### config.mk
export PLATFORM = sky130hd
export DESIGN_NAME = bounded_deque_with_delete_top_flat
export DESIGN_NICKNAME = d
export VERILOG_FILES = /design/src/bdq_pkg.sv /design/src/bdq_req_if.sv /design/src/bdq_rsp_if.sv /design/src/bounded_deque_with_delete_top.sv /design/src/bdq_cell.sv /design/src/flat_wrapper.sv
export SDC_FILE = /design/constraint.sdc
export NUM_CORES = 1
export LEC_CHECK = 0
export BUFFER_PORTS_ARGS = -buffer_cell sky130_fd_sc_hd__buf_2
export CORE_MARGIN = 4
export CORE_UTILIZATION = 40
export DETAILED_ROUTE_END_ITERATION = 10
export GPL_TIMING_DRIVEN = 0
export PLACE_DENSITY = 0.55
export SYNTH_ARGS = -nofsm -noshare
export SYNTH_HDL_FRONTEND = slang
export SYNTH_SLANG_ARGS = --single-unit
### constraint.sdc
create_clock -name clock -period 15.1 [get_ports clock]
set_clock_uncertainty 0.15 [all_clocks]
set_input_delay 2.265 -clock clock [delete_from_list [all_inputs] [get_ports clock]]
set_output_delay 2.265 -clock clock [all_outputs]
set_load 0.02 [all_outputs]
### src/bdq_pkg.sv
// Package for the bounded deque: sizes, command and status codes,
// cell control struct and output formatting function. No dependencies.
package bdq_pkg;

   localparam int CAPACITY   = 16;
   localparam int DATA_WIDTH = 32;
   localparam int CNT_W      = $clog2(CAPACITY + 1);
   localparam int IDX_W      = $clog2(CAPACITY);

   typedef logic [DATA_WIDTH-1:0] data_type;
   typedef logic [CNT_W-1:0]      cnt_type;
   typedef logic [IDX_W-1:0]      idx_type;

   typedef enum logic [2:0] {
      CMD_PUSH_TAIL = 3'd0,
      CMD_PUSH_HEAD = 3'd1,
      CMD_POP_TAIL  = 3'd2,
      CMD_POP_HEAD  = 3'd3,
      CMD_DELETE    = 3'd4,
      CMD_SEARCH    = 3'd5,
      CMD_CLEAR     = 3'd6
   } cmd_type;

   typedef enum logic [1:0] {
      ST_OK        = 2'd0,
      ST_EMPTY     = 2'd1,
      ST_FULL      = 2'd2,
      ST_NOT_FOUND = 2'd3
   } status_type;

   typedef enum logic [2:0] {
      OP_HOLD,
      OP_LOAD_TAIL,
      OP_SHIFT_RIGHT,
      OP_SHIFT_LEFT,
      OP_DELETE
   } cell_op_type;

   typedef struct packed {
      cell_op_type op;
      data_type    key;
   } cell_ctrl_type;

   // sign-extend a stored entry and keep the low 32 bits
   function automatic logic [31:0] to_out32(data_type d);
      logic signed [63:0] ext;
      ext = 64'(signed'(d));
      return ext[31:0];
   endfunction

endpackage

### src/bdq_req_if.sv
// Command channel interface of the deque: valid/ready plus the command item.
// Depends on nothing.
interface bdq_req_if;
   logic               valid;
   logic               ready;
   logic [2:0]         cmd;
   logic signed [31:0] value;

   modport source (output valid, output cmd, output value, input ready);
   modport sink   (input valid, input cmd, input value, output ready);
endinterface

### src/bdq_rsp_if.sv
// Response channel interface of the deque: valid/ready plus the result item.
// Depends on nothing.
interface bdq_rsp_if;
   logic               valid;
   logic               ready;
   logic signed [31:0] result_value;
   logic [1:0]         status;
   logic [4:0]         count;

   modport source (output valid, output result_value, output status, output count,
                   input ready);
   modport sink   (input valid, input result_value, input status, input count,
                   output ready);
endinterface

### src/bounded_deque_with_delete_top.sv
// Top level of the bounded deque: cell chain, occupancy counter, command
// decode and response register. Depends on bdq_pkg, bdq_req_if, bdq_rsp_if,
// bdq_cell.
//
//   channel   dir  item
//   req_ch    in   cmd, value
//   rsp_ch    out  result_value, status, count
//
// One command per cycle while responses are consumed; its response is registered and shows the next cycle.
// Search and delete compare all slots at once along the cell chain's match line.
// Reset (synchronous) empties the deque and drops any pending response.
// A stalled response holds; a new command is taken in the cycle it is consumed.
module bounded_deque_with_delete_top import bdq_pkg::*; (
   input logic       clock,
   input logic       reset,
   bdq_req_if.sink   req_ch,
   bdq_rsp_if.source rsp_ch
);

   cnt_type     occ_ff, occ_in;
   logic        rsp_valid_ff, rsp_valid_in;
   logic [31:0] rsp_value_ff, rsp_value_in;
   status_type  rsp_status_ff, rsp_status_in;
   cnt_type     rsp_count_ff, rsp_count_in;

   logic          accept;
   cmd_type       cmd;
   data_type      key;
   cell_ctrl_type ctrl;
   cell_op_type   op;
   logic          full;
   logic          empty;
   idx_type       tail_idx;

   data_type cell_data  [CAPACITY];
   data_type left_data  [CAPACITY];
   data_type right_data [CAPACITY];
   logic     hit_chain  [CAPACITY+1];

   assign req_ch.ready = !rsp_valid_ff || rsp_ch.ready;
   assign accept       = req_ch.valid && req_ch.ready;
   assign cmd          = cmd_type'(req_ch.cmd);
   assign key          = DATA_WIDTH'({32'd0, req_ch.value});
   assign full         = (occ_ff == cnt_type'(CAPACITY));
   assign empty        = (occ_ff == '0);
   assign tail_idx     = IDX_W'(occ_ff - cnt_type'(1));

   assign ctrl.op  = accept ? op : OP_HOLD;
   assign ctrl.key = key;

   assign hit_chain[0] = 1'b0;

   for (genvar i = 0; i < CAPACITY; i++) begin : g_cell
      if (i == 0) begin : g_head
         assign left_data[i] = key;
      end else begin : g_mid
         assign left_data[i] = cell_data[i-1];
      end
      if (i == CAPACITY - 1) begin : g_last
         assign right_data[i] = cell_data[i];
      end else begin : g_inner
         assign right_data[i] = cell_data[i+1];
      end

      bdq_cell u_cell (
         .clock      (clock),
         .ctrl       (ctrl),
         .valid      (cnt_type'(i) < occ_ff),
         .tail_sel   (cnt_type'(i) == occ_ff),
         .left_data  (left_data[i]),
         .right_data (right_data[i]),
         .hit_in     (hit_chain[i]),
         .hit_out    (hit_chain[i+1]),
         .data_out   (cell_data[i])
      );
   end

   always_comb begin
      op            = OP_HOLD;
      occ_in        = occ_ff;
      rsp_value_in  = '0;
      rsp_status_in = ST_OK;
      unique case (cmd)
         CMD_PUSH_TAIL, CMD_PUSH_HEAD: begin
            if (full) begin
               rsp_status_in = ST_FULL;
            end else begin
               op     = (cmd == CMD_PUSH_TAIL) ? OP_LOAD_TAIL : OP_SHIFT_RIGHT;
               occ_in = occ_ff + cnt_type'(1);
            end
         end
         CMD_POP_TAIL: begin
            if (empty) begin
               rsp_status_in = ST_EMPTY;
            end else begin
               rsp_value_in = to_out32(cell_data[tail_idx]);
               occ_in       = occ_ff - cnt_type'(1);
            end
         end
         CMD_POP_HEAD: begin
            if (empty) begin
               rsp_status_in = ST_EMPTY;
            end else begin
               rsp_value_in = to_out32(cell_data[0]);
               op           = OP_SHIFT_LEFT;
               occ_in       = occ_ff - cnt_type'(1);
            end
         end
         CMD_DELETE, CMD_SEARCH: begin
            if (empty) begin
               rsp_status_in = ST_EMPTY;
            end else if (!hit_chain[CAPACITY]) begin
               rsp_status_in = ST_NOT_FOUND;
            end else if (cmd == CMD_DELETE) begin
               op     = OP_DELETE;
               occ_in = occ_ff - cnt_type'(1);
            end
         end
         CMD_CLEAR: occ_in = '0;
         default: ;
      endcase
      rsp_count_in = occ_in;
      rsp_valid_in = accept || (rsp_valid_ff && !rsp_ch.ready);
   end

   always_ff @(posedge clock) begin
      if (reset) begin
         occ_ff       <= '0;
         rsp_valid_ff <= 1'b0;
      end else begin
         rsp_valid_ff <= rsp_valid_in;
         if (accept) occ_ff <= occ_in;
      end
   end

   always_ff @(posedge clock) begin
      if (accept) begin
         rsp_value_ff  <= rsp_value_in;
         rsp_status_ff <= rsp_status_in;
         rsp_count_ff  <= rsp_count_in;
      end
   end

   assign rsp_ch.valid        = rsp_valid_ff;
   assign rsp_ch.result_value = rsp_value_ff;
   assign rsp_ch.status       = rsp_status_ff;
   assign rsp_ch.count        = 5'(rsp_count_ff);

   a_occ_bound: assert property (@(posedge clock) disable iff (reset)
      occ_ff <= cnt_type'(CAPACITY))
      else $error("occupancy above capacity");

   a_count_tracks: assert property (@(posedge clock) disable iff (reset)
      rsp_valid_ff |-> (rsp_count_ff == occ_ff))
      else $error("pending response count differs from occupancy");

   a_full_count: assert property (@(posedge clock) disable iff (reset)
      (rsp_valid_ff && rsp_status_ff == ST_FULL) |-> (rsp_count_ff == cnt_type'(CAPACITY)))
      else $error("full status without a full deque");

   a_fail_keeps: assert property (@(posedge clock) disable iff (reset)
      (accept && rsp_status_in != ST_OK) |=> $stable(occ_ff))
      else $error("failed command changed occupancy");

endmodule

### src/bdq_cell.sv
// One slot of the deque chain: holds an entry, compares it with the key,
// and loads from the key or a neighbor. Depends on bdq_pkg.
module bdq_cell import bdq_pkg::*; (
   input  logic          clock,
   input  cell_ctrl_type ctrl,
   input  logic          valid,
   input  logic          tail_sel,
   input  data_type      left_data,
   input  data_type      right_data,
   input  logic          hit_in,
   output logic          hit_out,
   output data_type      data_out
);

   data_type data_ff;
   data_type data_in;

   always_comb begin
      hit_out = hit_in | (valid && (data_ff == ctrl.key));
      data_in = data_ff;
      unique case (ctrl.op)
         OP_HOLD: ;
         OP_LOAD_TAIL: begin
            if (tail_sel) data_in = ctrl.key;
         end
         OP_SHIFT_RIGHT: data_in = left_data;
         OP_SHIFT_LEFT:  data_in = right_data;
         OP_DELETE: begin
            // first match and every slot behind it load from the right neighbor
            if (hit_out) data_in = right_data;
         end
         default: ;
      endcase
   end

   always_ff @(posedge clock) begin
      data_ff <= data_in;
   end

   assign data_out = data_ff;

endmodule
### src/flat_wrapper.sv
// flat-port wrapper written by rule: the top's interface ports become plain ports
module bounded_deque_with_delete_top_flat import bdq_pkg::*;
  (clock, reset, req_ch_valid, req_ch_cmd, req_ch_value, req_ch_ready, rsp_ch_valid, rsp_ch_result_value, rsp_ch_status, rsp_ch_count, rsp_ch_ready);
  bdq_req_if req_ch_i ();
  bdq_rsp_if rsp_ch_i ();
  input logic clock;
  input logic reset;
  input wire logic [$bits(req_ch_i.valid)-1:0] req_ch_valid;
  input wire logic [$bits(req_ch_i.cmd)-1:0] req_ch_cmd;
  input wire logic [$bits(req_ch_i.value)-1:0] req_ch_value;
  output wire logic [$bits(req_ch_i.ready)-1:0] req_ch_ready;
  output wire logic [$bits(rsp_ch_i.valid)-1:0] rsp_ch_valid;
  output wire logic [$bits(rsp_ch_i.result_value)-1:0] rsp_ch_result_value;
  output wire logic [$bits(rsp_ch_i.status)-1:0] rsp_ch_status;
  output wire logic [$bits(rsp_ch_i.count)-1:0] rsp_ch_count;
  input wire logic [$bits(rsp_ch_i.ready)-1:0] rsp_ch_ready;
  assign req_ch_i.valid = req_ch_valid;
  assign req_ch_i.cmd = req_ch_cmd;
  assign req_ch_i.value = req_ch_value;
  assign req_ch_ready = req_ch_i.ready;
  assign rsp_ch_valid = rsp_ch_i.valid;
  assign rsp_ch_result_value = rsp_ch_i.result_value;
  assign rsp_ch_status = rsp_ch_i.status;
  assign rsp_ch_count = rsp_ch_i.count;
  assign rsp_ch_i.ready = rsp_ch_ready;
  bounded_deque_with_delete_top u_core (.clock(clock), .reset(reset), .req_ch(req_ch_i), .rsp_ch(rsp_ch_i));
endmodule
==> metrics.md <==
| Metric | Value |
|---|---|
| PortBufs | `50` |
| Slew Viols, Final | `23` |
| Worst Path Buf+Inv | `10` |
| Max Fclk | `0.1043 GHz` |
| CP Class | `flop to flop` |
| Max cap viols | `2` |
| Routed Antenna Nets | `0` |
| Top Layer Used | `met5` |
| Final GP Congestion | `1.087` |
| Final setup TNS | `0 ns` |
| CORE AREA | `87160 um^2` |
| Critical-path top delay cell | `clkbuf_1` |
| Pleak | `0.01256 uW` |
| PwrDens | `115.1 nW/um^2` |
| CTS Buf Count | `71` |
| Wirelength, routed | `205400 um` |
| Initial antenna violation count | `8` |
| Required time of the critical path | `15.20 ns` |
| Post-CTS setup buffer count | `0` |
| TritonCTS clock tree | `built` |
| Cell mode on critical path | `clkbuf_1` |
| Area Growth Syn to Fin | `12.69%` |
| Worst-case clock buffer depth | `3` |
| CP startpoint kind | `flop` |
| Yosys warns | `0` |
| Violations in the final reports | `capacitance limit, slew limit` |
| Die ar. | `93160 um^2` |
| Clk Latency, worst-skew pair | `0.65 ns` |
| Synthesized flop and latch total | `557` |
| R2R depth | `15` |
| Finished Core Util | `0.4569` |
| Crit-path cells | `clkbuf_1 > clkbuf_1 > buf_2 > clkbuf_1 > inv_1 > ha_1 > clkbuf_1 > and3_1 > nor3_1 > and3_1 > clkbuf_1 > clkbuf_1 > clkbuf_1 > clkbuf_1 > a31o_2` |
| Hold Path Class | `flop to flop` |
| Most used DFF post-synth | `edfxtp_1` |
| Initial Util | `0.4054` |
| FILL cells | `7978` |
| Design Area, Final | `39820 um^2` |
| Minimum clock period | `9.591 ns` |
| Drt first pass iters | `6` |
| Mapped cell area | `35340 um^2` |
| Crit path max-delay family | `buffers and inverters` |
| Post-CTS Hold Fix Bufs | `0` |
| Unique masters post-synth | `60` |
| Total GRT Usage | `0.4227` |
| Hold path cells | `2` |
| R2R setup slack | `5.51 ns` |
| Level count of the clock H-tree | `3` |
| Maximum vdd drop | `0.00009013 V` |
| Share of layout cells above drive strength 1 | `0.1979` |
| Async SR Flop Fraction | `0` |
| Crit path depth | `15` |
| Mean Syn Cell Area | `13.19 um^2` |
| Post-synth EDFFs | `551` |
| DR WL met3 | `33500 um` |
| Synth Net Count | `2724` |
| Final setup viols | `0` |
| Final hold slack | `0.4327 ns` |
| Die H | `305.2 um` |
| Final #Nets | `2867` |
| Detailed-route DRC error count | `0` |
| RSZ-0062 raised after global routing | `no` |
| Met2 wire len | `81230 um` |
| Final HPWL DP | `166200 um` |
| Root cell of the clock tree | `clkbuf_16` |
| Initial detailed-routing violation count | `5997` |
| CP peak stage delay | `1.19 ns` |
| Grt ovf | `0` |
| Part of the cycle the worst path needs | `0.6352` |
| # rows | `108` |
| Worst-path clk slew | `0.06 ns` |
| Relative slew slack | `-0.04803` |
| M1 WL | `78870 um` |
| Die span in x | `305.2 um` |
| Pin count of the biggest net entering global routing | `47` |
| Post-route insts no fill | `4036` |
| Final Hold Viols | `0` |
| Critical path arrival | `9.69 ns` |
| Number of global-route vias before repair | `28670` |
| Routed len/inst | `50.89 um` |
| Routed via count | `31200` |
| Post-synthesis sequential area ratio | `0.4716` |
| Placed instance area | `37530 um^2` |
| CTS Sinks | `557` |
| CP Capture Type | `flop` |
| Via-to-Cell Ratio | `7.731` |
| First-pass GRT wire length | `266900 um` |
| Slew @ Worst Pin | `1.572 ns` |
| Count of mapped cells out of synthesis | `2680` |
| Boundary Pins | `80` |
| CTS resizes | `0` |
| Placed Cells | `3903` |
| Max FO, Critical Path | `32` |
| Status | `finished, violations left` |
==> registers in the layout, summed over array words and instances, names as in the netlist <==
name and flops:
u_core.g_cell.u_cell.data_out 512, u_core.rsp_ch.result_value 32, u_core.occ_ff 5, u_core.rsp_ch.count 5, u_core.rsp_ch.status 2, u_core.rsp_ch.valid 1
==> per-stage QoR <==
stage          setup slack (ns)  total power (uW)
2_1_floorplan             7.821              2354
3_3_place_gp              4.120              2799
3_5_place_dp              6.161              2806
4_1_cts                   6.127              4507
5_1_grt                   5.720              4617
6_report                  5.509              4583
==> cell usage in the layout, fill, tap and decap left out, types with 7 or more instances in the layout <==
master | netlist | layout
a21oi_1 | 29 | 23
nor4_1 | 109 | 109
clkbuf_1 | 107 | 118
nor4b_1 | 14 | 14
clkinv_1 | 1 | 13
and3_1 | 7 | 7
buf_12 | 0 | 12
buf_4 | 43 | 44
mux4_2 | 160 | 160
xnor2_1 | 319 | 319
nor3_1 | 37 | 35
clkinv_2 | 0 | 12
nor2_1 | 47 | 42
xor2_1 | 200 | 200
a221o_1 | 449 | 449
a31oi_1 | 8 | 8
mux2_2 | 64 | 64
inv_1 | 12 | 12
nor2b_1 | 35 | 35
a21oi_4 | 1 | 7
clkbuf_16 | 0 | 75
nand4_1 | 151 | 151
buf_2 | 102 | 156
nand2_1 | 60 | 60
edfxtp_1 | 551 | 551
nand3_1 | 35 | 35
a22o_1 | 32 | 32
o21ai_0 | 14 | 13
==> final timing paths <==
kind	to	start
worst max-delay path	u_core.g_cell[15].u_cell.data_out[12]$_DFFE_PP_	u_core.occ_ff[0]$_SDFFE_PP0P_
worst min-delay path	u_core.rsp_ch.valid$_SDFF_PP0_	u_core.rsp_ch.valid$_SDFF_PP0_
worst max register to register	u_core.g_cell[15].u_cell.data_out[12]$_DFFE_PP_	u_core.occ_ff[0]$_SDFFE_PP0P_
worst min register to register	u_core.rsp_ch.valid$_SDFF_PP0_	u_core.rsp_ch.valid$_SDFF_PP0_
==> power breakdown <==
| part | switching, uW | total, uW | internal, uW |
|---|---|---|---|
| Clock | 745 | 1740 | 995 |
| Sequential | 63.9 | 1840 | 1770 |
| Combinational | 689 | 1010 | 317 |
| Total | 1500 | 4580 | 3090 |
==> final cells by class <==
| cell class | count | area, um^2 | share of cell area |
|---|---|---|---|
| inverter | 13 | 50.05 | 0.001257 |
| tap | 1155 | 1445 | 0.03629 |
| clock buffer | 91 | 1947 | 0.04889 |
| clock inverter | 34 | 302.8 | 0.007604 |
| antenna | 6 | 15.01 | 0.0003771 |
| sequential | 557 | 16670 | 0.4185 |
| multi-input combinational | 1847 | 17490 | 0.4391 |
| timing repair buffer | 70 | 620.6 | 0.01558 |
| buffer | 263 | 1287 | 0.03233 |
==> cell families (layout without fill, tap and decap cells) <==
| group | Yosys count | count (layout) | share of synthesized area |
|---|---|---|---|
| xor gates and xnor gates | 519 | 519 | 0.1286 |
| adders and majority gates | 5 | 5 | 0.001770 |
| buffers and inverters | 276 | 471 | 0.03750 |
| muxes | 226 | 226 | 0.1229 |
| DFF | 557 | 557 | 0.4716 |
| other | 0 | 6 | 0 |
| AOI/OAI and AO/OA | 564 | 564 | 0.1506 |
| and+or+nand+nor | 533 | 533 | 0.08700 |
==> metal layers <==
layer,GRT usage,up-vias
met1,0.5642,16110
met2,0.5782,3098
li1,-,11520
met3,0.2092,481
met5,0.01011,-
met4,0.1828,4
==> tightest hold or removal path: stages (launching register included) <==
cell      delay (ns)
dfxtp_1         0.31
nand2b_1        0.13
a21oi_1         0.09
==> Yosys cell counts, drive strengths merged (2+ instances only) <==
cell,count,area share
nor2b,35,0.0062
a22o,32,0.0079
or3,3,0.00053
a221o,449,0.13
nor3b,4,0.00085
a311oi,4,0.00099
a41o,3,0.00089
a211oi,5,0.0011
o211ai,3,0.00064
edfxtp,551,0.47
o21a,2,0.00042
mux2,64,0.020
ha,5,0.0018
a31oi,8,0.0014
xnor2,319,0.079
nor2,47,0.0050
mux2i,2,0.00057
nand4,151,0.027
nor3,37,0.0052
clkbuf,107,0.011
and4,4,0.00099
and3,7,0.0012
mux4,160,0.10
a21o,4,0.00085
o21ai,14,0.0020
a21oi,30,0.0046
nor4,110,0.020
buf,156,0.025
nand2,60,0.0064
nand4b,6,0.0015
nand2b,5,0.00089
inv,12,0.0013
or4,6,0.0013
xor2,200,0.050
and2,3,0.00053
nand3,35,0.0050
dfxtp,6,0.0034
nor4b,14,0.0035
Power figures use the tool's default switching activity.
